**src/rtl/core/svs_pkg.sv**
```systemverilog
// Shared types and constants for the solenoid valve sequencer.
package svs_pkg;

   // Bank size and fixed field widths
   localparam int unsigned VALVE_COUNT = 8;
   localparam int unsigned PIN_BITS    = 8;
   localparam int unsigned TIMER_BITS  = 17;
   localparam int unsigned TICK_BITS   = 16;
   localparam logic [4:0]  VALVE_LIMIT = 5'(VALVE_COUNT);

   // Valve commands
   localparam logic [1:0] CMD_NONE  = 2'd0;
   localparam logic [1:0] CMD_CLOSE = 2'd1;
   localparam logic [1:0] CMD_OPEN  = 2'd2;
   localparam logic [1:0] CMD_PULSE = 2'd3;

   // Item actions
   localparam logic ACT_COMMAND = 1'b0;
   localparam logic ACT_TICK    = 1'b1;

   // Register indexes
   localparam logic [1:0] REG_NC_MASK     = 2'd0;
   localparam logic [1:0] REG_PULSE_TICKS = 2'd1;
   localparam logic [1:0] REG_OPEN_TICKS  = 2'd2;
   localparam logic [1:0] REG_CLOSE_TICKS = 2'd3;

   typedef struct packed {
      logic       action;
      logic [3:0] valve_index;
      logic [1:0] command;
   } req_type;

   typedef struct packed {
      logic [7:0] drive_levels;
      logic [7:0] open_states;
      logic       addressed_open;
      logic [1:0] addressed_command;
      logic       index_valid;
   } rsp_type;

   // Beat travelling down the row of cells
   typedef struct packed {
      logic    valid;
      req_type req;
      rsp_type rsp;
   } svs_beat_type;

   // Timing registers shared by every cell
   typedef struct packed {
      logic [TICK_BITS-1:0] pulse_ticks;
      logic [TICK_BITS-1:0] special_open_ticks;
      logic [TICK_BITS-1:0] special_close_ticks;
   } svs_cfg_type;

endpackage

```
**src/rtl/core/svs_cell.sv**
```systemverilog
// One valve cell: holds the valve state and forwards the beat to its neighbor.
module svs_cell (
   input  logic                 clock,
   input  logic                 reset,
   input  logic                 advance,
   input  logic [3:0]           cell_index,
   input  logic                 nc,
   input  svs_pkg::svs_cfg_type cfg,
   input  svs_pkg::svs_beat_type beat_in,
   output svs_pkg::svs_beat_type beat_out
);
   import svs_pkg::*;

   logic [1:0]            cmd_ff, cmd_in;
   logic                  open_ff, open_in;
   logic                  pin_ff, pin_in;
   logic [TIMER_BITS-1:0] timer_ff, timer_in;
   logic                  phase_ff, phase_in;
   logic                  beat_valid_ff;
   svs_beat_type          beat_ff, beat_in_next;
   logic                  hit;

   assign hit = (beat_in.req.valve_index == cell_index);

   // Compute the valve's next state for the incoming beat
   always_comb begin
      cmd_in   = cmd_ff;
      open_in  = open_ff;
      pin_in   = pin_ff;
      timer_in = timer_ff;
      phase_in = phase_ff;
      if (beat_in.valid) begin
         if (beat_in.req.action == ACT_COMMAND) begin
            if (hit) begin
               cmd_in   = beat_in.req.command;
               timer_in = '0;
               unique case (beat_in.req.command)
                  CMD_OPEN, CMD_PULSE: begin
                     open_in  = 1'b1;
                     pin_in   = nc;
                     phase_in = 1'b1;
                  end
                  CMD_CLOSE: begin
                     open_in  = 1'b0;
                     pin_in   = ~nc;
                     phase_in = 1'b0;
                  end
                  default: begin
                     phase_in = 1'b0;
                  end
               endcase
            end
         end else begin
            // advance the timer, saturating
            if (timer_ff != {TIMER_BITS{1'b1}}) begin
               timer_in = timer_ff + 1'b1;
            end
            // close an expired pulse
            if ((cmd_ff == CMD_PULSE) && (timer_in > {1'b0, cfg.pulse_ticks})) begin
               cmd_in   = CMD_CLOSE;
               timer_in = '0;
               open_in  = 1'b0;
               pin_in   = ~nc;
               phase_in = 1'b0;
            end
            // alternate the pin of a venting normally closed valve
            if ((cmd_ff == CMD_OPEN) && nc) begin
               if (phase_ff) begin
                  if (timer_in > {1'b0, cfg.special_open_ticks}) begin
                     pin_in   = 1'b0;
                     timer_in = '0;
                     phase_in = 1'b0;
                  end
               end else if (timer_in > {1'b0, cfg.special_close_ticks}) begin
                  pin_in   = 1'b1;
                  timer_in = '0;
                  phase_in = 1'b1;
               end
            end
         end
      end
   end

   // Merge this valve's bits into the beat
   always_comb begin
      beat_in_next = beat_in;
      if (cell_index < 4'd8) begin
         beat_in_next.rsp.drive_levels[cell_index[2:0]] = pin_in;
         beat_in_next.rsp.open_states[cell_index[2:0]]  = open_in;
      end
      if (hit) begin
         beat_in_next.rsp.addressed_open    = open_in;
         beat_in_next.rsp.addressed_command = cmd_in;
      end
   end

   // Hold state while stalled, update on advance
   always_ff @(posedge clock) begin
      if (reset) begin
         cmd_ff        <= CMD_NONE;
         open_ff       <= 1'b1;
         pin_ff        <= 1'b0;
         timer_ff      <= {TIMER_BITS{1'b1}};
         phase_ff      <= 1'b0;
         beat_valid_ff <= 1'b0;
      end else if (advance) begin
         cmd_ff        <= cmd_in;
         open_ff       <= open_in;
         pin_ff        <= pin_in;
         timer_ff      <= timer_in;
         phase_ff      <= phase_in;
         beat_valid_ff <= beat_in.valid;
      end
   end

   // Beat payload needs no reset
   always_ff @(posedge clock) begin
      if (advance) begin
         beat_ff <= beat_in_next;
      end
   end

   always_comb begin
      beat_out       = beat_ff;
      beat_out.valid = beat_valid_ff;
   end

endmodule

```
**src/rtl/core/solenoid_valve_sequencer_core.sv**
```systemverilog
// Top level of the solenoid valve sequencer: registers and the row of valve cells.
//
//  channel | direction | handshake             | beat
//  req     | in        | req_valid / req_ready | req_data (action, index, command)
//  rsp     | out       | rsp_valid / rsp_ready | rsp_data (levels, opens, addressed)
//  csr     | in        | csr_valid / csr_ready | csr_index, csr_data
//
// An item walks the row one cell per cycle while the row advances, and a new item
// enters every cycle that the row advances, since each cell sees the items in order.
// The last cell's stage is the result register; the whole row holds while it is full
// and not taken. Reset restores every valve; csr writes are always taken.
module solenoid_valve_sequencer_core (
   input  logic             clock,
   input  logic             reset,
   input  logic             req_valid,
   output logic             req_ready,
   input  svs_pkg::req_type req_data,
   output logic             rsp_valid,
   input  logic             rsp_ready,
   output svs_pkg::rsp_type rsp_data,
   input  logic             csr_valid,
   output logic             csr_ready,
   input  logic [1:0]       csr_index,
   input  logic [15:0]      csr_data
);
   import svs_pkg::*;

   logic [PIN_BITS-1:0]  nc_mask_ff;
   logic [TICK_BITS-1:0] pulse_ticks_ff;
   logic [TICK_BITS-1:0] open_ticks_ff;
   logic [TICK_BITS-1:0] close_ticks_ff;
   svs_cfg_type          cfg;
   svs_beat_type         beat [VALVE_COUNT+1];
   logic                 advance;

   // Write configuration registers
   assign csr_ready = 1'b1;
   always_ff @(posedge clock) begin
      if (reset) begin
         nc_mask_ff     <= '0;
         pulse_ticks_ff <= 16'd100;
         open_ticks_ff  <= 16'd100;
         close_ticks_ff <= 16'd100;
      end else if (csr_valid) begin
         unique case (csr_index)
            REG_NC_MASK:     nc_mask_ff     <= csr_data[PIN_BITS-1:0];
            REG_PULSE_TICKS: pulse_ticks_ff <= csr_data;
            REG_OPEN_TICKS:  open_ticks_ff  <= csr_data;
            REG_CLOSE_TICKS: close_ticks_ff <= csr_data;
            default: ;
         endcase
      end
   end

   assign cfg.pulse_ticks         = pulse_ticks_ff;
   assign cfg.special_open_ticks  = open_ticks_ff;
   assign cfg.special_close_ticks = close_ticks_ff;

   // Shift the whole row unless the result stage is stuck
   assign advance   = ~beat[VALVE_COUNT].valid | rsp_ready;
   assign req_ready = advance;

   // Build the entry beat with an empty result but for index_valid
   always_comb begin
      beat[0].valid                 = req_valid;
      beat[0].req                   = req_data;
      beat[0].rsp.drive_levels      = '0;
      beat[0].rsp.open_states       = '0;
      beat[0].rsp.addressed_open    = 1'b0;
      beat[0].rsp.addressed_command = CMD_NONE;
      beat[0].rsp.index_valid       = ({1'b0, req_data.valve_index} < VALVE_LIMIT);
   end

   // Row of valve cells
   for (genvar v = 0; v < VALVE_COUNT; v++) begin : g_cell
      logic nc;
      if (v < PIN_BITS) begin : g_nc
         assign nc = nc_mask_ff[v];
      end else begin : g_no
         assign nc = 1'b0;
      end
      svs_cell u_cell (
         .clock      (clock),
         .reset      (reset),
         .advance    (advance),
         .cell_index (4'(v)),
         .nc         (nc),
         .cfg        (cfg),
         .beat_in    (beat[v]),
         .beat_out   (beat[v+1])
      );
   end

   assign rsp_valid = beat[VALVE_COUNT].valid;
   assign rsp_data  = beat[VALVE_COUNT].rsp;

   // Checks
   a_index_valid: assert property (@(posedge clock) disable iff (reset)
      beat[VALVE_COUNT].valid |->
         beat[VALVE_COUNT].rsp.index_valid ==
            ({1'b0, beat[VALVE_COUNT].req.valve_index} < VALVE_LIMIT))
      else $error("index_valid does not match the carried valve index");

   a_invalid_zero: assert property (@(posedge clock) disable iff (reset)
      (rsp_valid && !rsp_data.index_valid) |->
         (!rsp_data.addressed_open && rsp_data.addressed_command == CMD_NONE))
      else $error("addressed fields set for an invalid valve index");

   a_entry_loads: assert property (@(posedge clock) disable iff (reset)
      (req_valid && req_ready) |=> beat[1].valid)
      else $error("accepted beat did not reach the first cell");

   a_reset_empty: assert property (@(posedge clock)
      reset |=> !rsp_valid)
      else $error("result valid right after reset");

endmodule

```
**config.mk**
```make
export PLATFORM = sky130hd
export DESIGN_NAME = solenoid_valve_sequencer_core
export DESIGN_NICKNAME = d
export VERILOG_FILES = /design/src/rtl/core/svs_pkg.sv /design/src/rtl/core/svs_cell.sv /design/src/rtl/core/solenoid_valve_sequencer_core.sv
export SDC_FILE = /design/constraint.sdc
export NUM_CORES = 2
export LEC_CHECK = 0
export ABC_CLOCK_PERIOD_IN_PS = 19800
export BUFFER_PORTS_ARGS = -buffer_cell sky130_fd_sc_hd__buf_2
export CORE_MARGIN = 2
export CORE_UTILIZATION = 45
export CTS_CLUSTER_DIAMETER = 30
export DETAILED_ROUTE_END_ITERATION = 12
export SYNTH_ARGS = -nofsm -noshare
export SYNTH_HDL_FRONTEND = slang
export SYNTH_SLANG_ARGS = --single-unit
```
**constraint.sdc**
```tcl
create_clock -name clock -period 19.8 [get_ports clock]
set_clock_uncertainty 0.15 [all_clocks]
set_input_delay 1.98 -clock clock [delete_from_list [all_inputs] [get_ports clock]]
set_output_delay 1.98 -clock clock [all_outputs]
set_load 0.05 [all_outputs]
```
# After elaboration in Yosys (flattened, before gate mapping)
# Index checks and enable logic that the tools add are counted.
dict set report word_totals {
  reg_bits 393
  in_bits 30
  out_inout_bits 23
  elab_cells 571
}
dict set report op_classes {
  addsub 8
  magnitude_cmp 25
  eq_ne 58
  muxes 311
  bitwise 10
  n_reduce_logical 46
}
# operator n
set op_table {}
lappend op_table {{$mux W17} 96}
lappend op_table {{$gt A17 B16 Y1} 24}
lappend op_table {{$mux W1} 160}
lappend op_table {{$add A17 B1 Y17 const B} 8}
lappend op_table {{$ne A17 B17 Y1 const B} 8}
lappend op_table {{$eq A2 B2 Y1 const B} 34}
lappend op_table {{$mux W2} 32}
lappend op_table {{$pmux W1 S2} 16}
lappend op_table {{$reduce_and A3 Y1} 8}
lappend op_table {{$mux W3} 7}
lappend op_table {{$eq A2 B1 Y1 const B} 9}
lappend op_table {{$eq A4 B3 Y1 const B} 4}
lappend op_table {{$logic_and A1 B1 Y1} 16}
lappend op_table {{$reduce_bool A2 Y1} 8}
lappend op_table {{$reduce_or A2 Y1} 8}
lappend op_table {{$not A1 Y1} 9}
lappend op_table {{$eq A4 B2 Y1 const B} 2}
lappend op_table {{$reduce_and A2 Y1} 4}
lappend op_table {{$eq A4 B1 Y1 const B} 1}
lappend op_table {{$logic_not A4 Y1} 1}
lappend op_table {{$lt A4 B4 Y1 const B} 1}
lappend op_table {{$logic_not A2 Y1} 1}
lappend op_table {{$or A1 B1 Y1} 1}

# Depth between registers and ports, before layout
dict set report logic_depth {
  depth_word 15
  mapped_depth 31
  mapped_depth_nobuf 28
}

# Hierarchy
# A second synthesis with hierarchy kept.
dict set report unflattened {
  cells_unflattened 3690
  area_unflattened_um2 33784.9
}
# module instances cells_each area_per_inst_um2 seq_area_each_um2
set by_module_without_submodules {}
lappend by_module_without_submodules {{svs_cell at g_cell[1].u_cell ...} 5 430 3946.3 1271.2}
lappend by_module_without_submodules {{svs_cell at g_cell[0].u_cell ...} 2 449 3933.8 1271.2}
lappend by_module_without_submodules {{svs_cell at g_cell[7].u_cell} 1 430 3912.5 1271.2}
lappend by_module_without_submodules {solenoid_valve_sequencer_core 1 212 2273.4 1121.1}

# Least setup slack after synthesis
# OpenSTA, ideal clock, no wires.
dict set report synth_path {
  kind {input to register}
  start {input rsp_ready}
  end {register g_cell[4].u_cell.timer_ff[0]}
  arrival_ps 9258
  setup_slack_ps 10265
  path_stages 7
  cell_sequence {nor2b_1 -> clkbuf_1 -> inv_1 -> clkbuf_1 -> clkbuf_1 -> o211ai_1 -> a2111o_1}
}
dict set report synth_between {
  elab_chain_cells 2
}
# element line
set synth_rtl {}
lappend synth_rtl {{start: declaration} solenoid_valve_sequencer_core.sv:19} ;# input logic rsp_ready,
lappend synth_rtl {{$or A1 B1 Y1} solenoid_valve_sequencer_core.sv:60} ;# assign advance = ~beat[VALVE_COUNT].valid | rsp_ready;
lappend synth_rtl {{named net req_ready} solenoid_valve_sequencer_core.sv:16} ;# output logic req_ready,
lappend synth_rtl {{$reduce_and A3 Y1 (no source line)} n/a}
lappend synth_rtl {{end signal: assignment} svs_cell.sv:103} ;# timer_ff <= {TIMER_BITS{1'b1}};
lappend synth_rtl {{end signal: assignment} svs_cell.sv:110} ;# timer_ff <= timer_in;
lappend synth_rtl {{end: declaration} svs_cell.sv:17} ;# logic [TIMER_BITS-1:0] timer_ff, timer_in;
# The timed path passes the listed nets, and every way through them passes these cells.
# A chain may end at the register's enable or synchronous reset.

# Worst setup path after layout
dict set report layout_path {
  start {register g_cell[2].u_cell.timer_ff[10]}
  end {register g_cell[2].u_cell.timer_ff[12]}
}
dict set report layout_between {
  elab_chain_cells 14
}
# element line
set layout_rtl {}
lappend layout_rtl {{start: declaration} svs_cell.sv:17}
lappend layout_rtl {{start signal: assignment} svs_cell.sv:103}
lappend layout_rtl {{start signal: assignment} svs_cell.sv:110}
lappend layout_rtl {{$add A17 B1 Y17 / $ne A17 B17 Y1 (equally long branches)} {svs_cell.sv:56, svs_cell.sv:55}}
lappend layout_rtl {{$mux W17 (*)} svs_cell.sv:55} ;# if (timer_ff != {TIMER_BITS{1'b1}}) begin
lappend layout_rtl {{$mux W17 (*)} svs_cell.sv:33} ;# if (beat_in.req.action == ACT_COMMAND) begin
lappend layout_rtl {{$mux W17 (*)} svs_cell.sv:32} ;# if (beat_in.valid) begin
lappend layout_rtl {{$gt A17 B16 Y1} svs_cell.sv:59} ;# if ((cmd_ff == CMD_PULSE) && (timer_in > {1'b0, cfg.pulse_ticks})) begin
lappend layout_rtl {{$logic_and A1 B1 Y1} svs_cell.sv:59}
lappend layout_rtl {{$mux W17 (*)} svs_cell.sv:59}
lappend layout_rtl {{$mux W17 (*)} svs_cell.sv:33}
lappend layout_rtl {{$mux W17 (*)} svs_cell.sv:32}
lappend layout_rtl {{$gt A17 B16 Y1, on equally long branches} {svs_cell.sv:74, svs_cell.sv:69}}
lappend layout_rtl {{$mux W17, on equally long branches} {svs_cell.sv:74, svs_cell.sv:69}}
lappend layout_rtl {{$mux W17} svs_cell.sv:68} ;# if (phase_ff) begin
lappend layout_rtl {{$mux W17 (*)} svs_cell.sv:67} ;# if ((cmd_ff == CMD_OPEN) && nc) begin
lappend layout_rtl {{$mux W17 (*)} svs_cell.sv:33}
# Mark *: on every way between the ends. The rest lies on a longest branch, timed or not. The select of a mux whose other input is x is not followed.

==> results.sh <==
export IMPL_status="finished clean"
export IMPL_arrival_ps=7900
export IMPL_fp_dieW_um=252
export IMPL_cp_buffers_inverters=1
export IMPL_slowest_stage="a31oi_2"
export IMPL_place_area_mm2=0.0285
export IMPL_intPower_uw=2220
export IMPL_power_frac_clock=0.504
export IMPL_worstHoldPathType="reg2reg"
export IMPL_clockBufferDepth=3
export IMPL_final_nets=3665
export IMPL_port_buffers=51
export IMPL_cts_sinks=393
export IMPL_p_seq_frac=0.287
export IMPL_required_ps=20140
export IMPL_clk_pin_slew_ps=50
export IMPL_fin_setup_tns_ps=0
export IMPL_ios=53
export IMPL_top_layer="met4"
export IMPL_htreeDepth=3
export IMPL_die_area_mm2=0.0635
export IMPL_final_cell_area_mm2=0.0318
export IMPL_grt_pass1_wl_um=134000
export IMPL_drcViolationCount=0
export IMPL_ff_latch_area_mm2=0.00940
export IMPL_met1Wirelength_um=38200
export IMPL_max_stage_delay_ps=900
export IMPL_ant_nets=0
export IMPL_syn_num_nets=3623
export IMPL_cts_tree="done"
export IMPL_end_kind="register"
export IMPL_synth_edf_count=153
export IMPL_ctsHoldBuffers=0
export IMPL_path_class="reg2reg"
export IMPL_die_h_um=252
export IMPL_fin_crit_ps=7560
export IMPL_insertedDiodeCount=0
export IMPL_clkLatencyLatePin_ps=630
export IMPL_grt_pass1_vias=23800
export IMPL_switching_share=0.293
export IMPL_antenna_found_initial=0
export IMPL_viasPerCell=6.01
export IMPL_p_per_area_mw_per_mm2=98.4
export IMPL_finalSetupViolations=0
export IMPL_async_reset_ff_frac=0
export IMPL_post_cts_setup_buffers=0
export IMPL_max_freq_ghz=0.132
export IMPL_core_area_mm2=0.0606
export IMPL_gp_congestion=0.932
export IMPL_path_max_fanout=22
export IMPL_track_usage=0.273
export IMPL_syn_avg_cell_area_um2=8.64
export IMPL_yosysWarningCount=0
export IMPL_dr_pass1_iters=6
export IMPL_p_sw_uw=919
export IMPL_startpoint_type="register"
export IMPL_syn_cell_area_mm2=0.0277
export IMPL_slew_headroom=0.258
export IMPL_cpMostUsedCell="nand4_1"
export IMPL_slew_violations=0
export IMPL_ir_worst_vdd_v=0.0000730
export IMPL_numCtsBuffers=95
export IMPL_drt_iter0_drc=1926
export IMPL_finalCritPeriodShare=0.382
export IMPL_crit_family="simple AND/OR/NAND/NOR gates"
export IMPL_mostFrequentLayoutCells="392 x ha_1, 342 x a21oi_1, 334 x nand2_1"
export IMPL_synthCells=3201
export IMPL_grt_overflow_total=0
export IMPL_dp_cells=3928
export IMPL_multiInputGateArea_mm2=0.0170
export IMPL_wl_um=87600
export IMPL_finalHoldViolations=0
export IMPL_instances_no_fill=4104
export IMPL_wl_met3_um=5720
export IMPL_fillers=5545
export IMPL_setup_slack_ps=12240
export IMPL_synthFlopType="dfxtp_1"
export IMPL_area_delta_synth_final_pct=15.1
export IMPL_rows=90
export IMPL_synth_seq_cells=393
export IMPL_wire_per_inst_um=21.3
export IMPL_power_frac_comb=0.210
export IMPL_rsz0062_at_grt="false"
export IMPL_cts_root_buf="clkbuf_16"
export IMPL_power_leakage_uw=0.0128
export IMPL_start_util=0.457
export IMPL_layout_commonest_cell="ha_1"
export IMPL_dp_slack_ps=12360
export IMPL_dp_hpwl_um=62100
export IMPL_drive_gt1_frac=0.0972
export IMPL_synth_cell_types=100
export IMPL_worstMarginPinSlew_ps=1110
export IMPL_grt_max_degree=114
export IMPL_synth_seq_area_share=0.340
export IMPL_num_vias=24700
export IMPL_wl_met2_um=39700
export IMPL_maxCapViolations=0
export IMPL_cts_resized=0
==> area by class of cell <==
class | instances | share of cell area
well taps | 782 | 0.0307
flip-flops and latches | 393 | 0.295
clock buffers | 122 | 0.0827
multi-input cells | 2489 | 0.533
inverters | 187 | 0.0222
repair buffers | 77 | 0.0147
clock inverters | 54 | 0.0211
==> routing by layer <==
layer / track usage / up-vias
li1: - / 11800
met1: 0.357 / 11800
met2: 0.441 / 887
met3: 0.0457 / 229
met4: 0.124 / 0
met5: 0 / -
==> synthesized netlist by cell type, types with 22 or more instances <==
cell type	n	share of area
a211o_1	37	0.012
a211oi_1	28	0.0076
a21o_1	61	0.017
a21oi_1	342	0.062
a31oi_1	26	0.0059
buf_4	22	0.0060
clkbuf_1	82	0.011
dfxtp_1	240	0.17
edfxtp_1	153	0.17
ha_1	392	0.18
inv_1	186	0.025
mux2i_1	28	0.010
nand2_1	334	0.045
nand2b_1	26	0.0059
nand3_1	119	0.022
nand4_1	87	0.020
nor2_1	252	0.034
nor2b_1	59	0.013
nor3_1	42	0.0076
o211ai_1	27	0.0073
o21ai_0	173	0.031
o21ai_1	38	0.0069
xnor2_1	52	0.016
xor2_1	52	0.016
==> power groups by stage <==
| stage | clock (uW) | combinational, uW | sequential (uW) |
|---|---|---|---|
| 2_1_floorplan | 0 | 476 | 900 |
| 3_3_place_gp | 0 | 612 | 911 |
| 3_5_place_dp | 0 | 642 | 912 |
| 4_1_cts | 1600 | 646 | 898 |
| 5_1_grt | 1650 | 742 | 901 |
| 6_report | 1580 | 657 | 898 |
==> sequential cells by signal (all words and copies together) (netlist names) <==
| register | cells |
|---|---|
| g_cell.u_cell.beat_valid_ff | 8 |
| g_cell.u_cell.timer_ff | 136 |
| g_cell.u_cell.phase_ff | 8 |
| g_cell.u_cell.beat_out | 153 |
| open_ticks_ff | 16 |
| nc_mask_ff | 8 |
| close_ticks_ff | 16 |
| g_cell.u_cell.open_ff | 8 |
| g_cell.u_cell.cmd_ff | 16 |
| pulse_ticks_ff | 16 |
| g_cell.u_cell.pin_ff | 8 |
==> path summary, 6_finish.rpt <==
path	startpoint	to	slack (ps)	cells past startpoint
worst max-delay path	g_cell[2].u_cell.timer_ff[10]$_SDFFE_PP1P_	g_cell[2].u_cell.timer_ff[12]$_SDFFE_PP1P_	12240	25
worst min-delay path	g_cell[3].u_cell.beat_out[13]$_DFFE_PN_	g_cell[4].u_cell.beat_out[13]$_DFFE_PN_	260	0
worst max register to register	g_cell[2].u_cell.timer_ff[10]$_SDFFE_PP1P_	g_cell[2].u_cell.timer_ff[12]$_SDFFE_PP1P_	12240	25
worst min register to register	g_cell[3].u_cell.beat_out[13]$_DFFE_PN_	g_cell[4].u_cell.beat_out[13]$_DFFE_PN_	260	0
==> logic make-up after synthesis <==
group,count (synthesis),share of synthesized area
mux,37,0.0139
simple gates,1091,0.197
flops,393,0.340
compound gates,864,0.191
fa+ha+maj,392,0.177
other cells,1,0.000136
xor+xnor,104,0.0329
buf+inv,319,0.0479
==> worst reg2reg max path: stages, from the launching register on <==
cell and delay, ps:
dfxtp_1 430, nand4_1 220, nor4_2 360, nand4_2 240
and4_1 310, and3_4 210, and3_4 190, nand3_1 90
xor2_1 270, inv_1 80, ha_1 290, nand4_1 90
or2_2 310, a221oi_1 250, o31ai_1 150, a31oi_2 900
a21oi_1 220, ha_1 380, nand4_1 170, or4_4 590
o211a_1 230, o21ai_1 320, nand3_1 160, or3b_4 420
o21ai_1 100, a211o_1 320
==> metrics by stage <==
stage / utilization / power [uW] / hold WS, ps
6_report: 0.526 / 3130 / 264
5_1_grt: 0.526 / 3290 / 271
4_1_cts: 0.526 / 3150 / 263
3_5_place_dp: 0.471 / 1550 / 255
3_3_place_gp: 0.471 / 1520 / 251
2_1_floorplan: - / 1380 / 250
(Power assumes the default switching activity.)
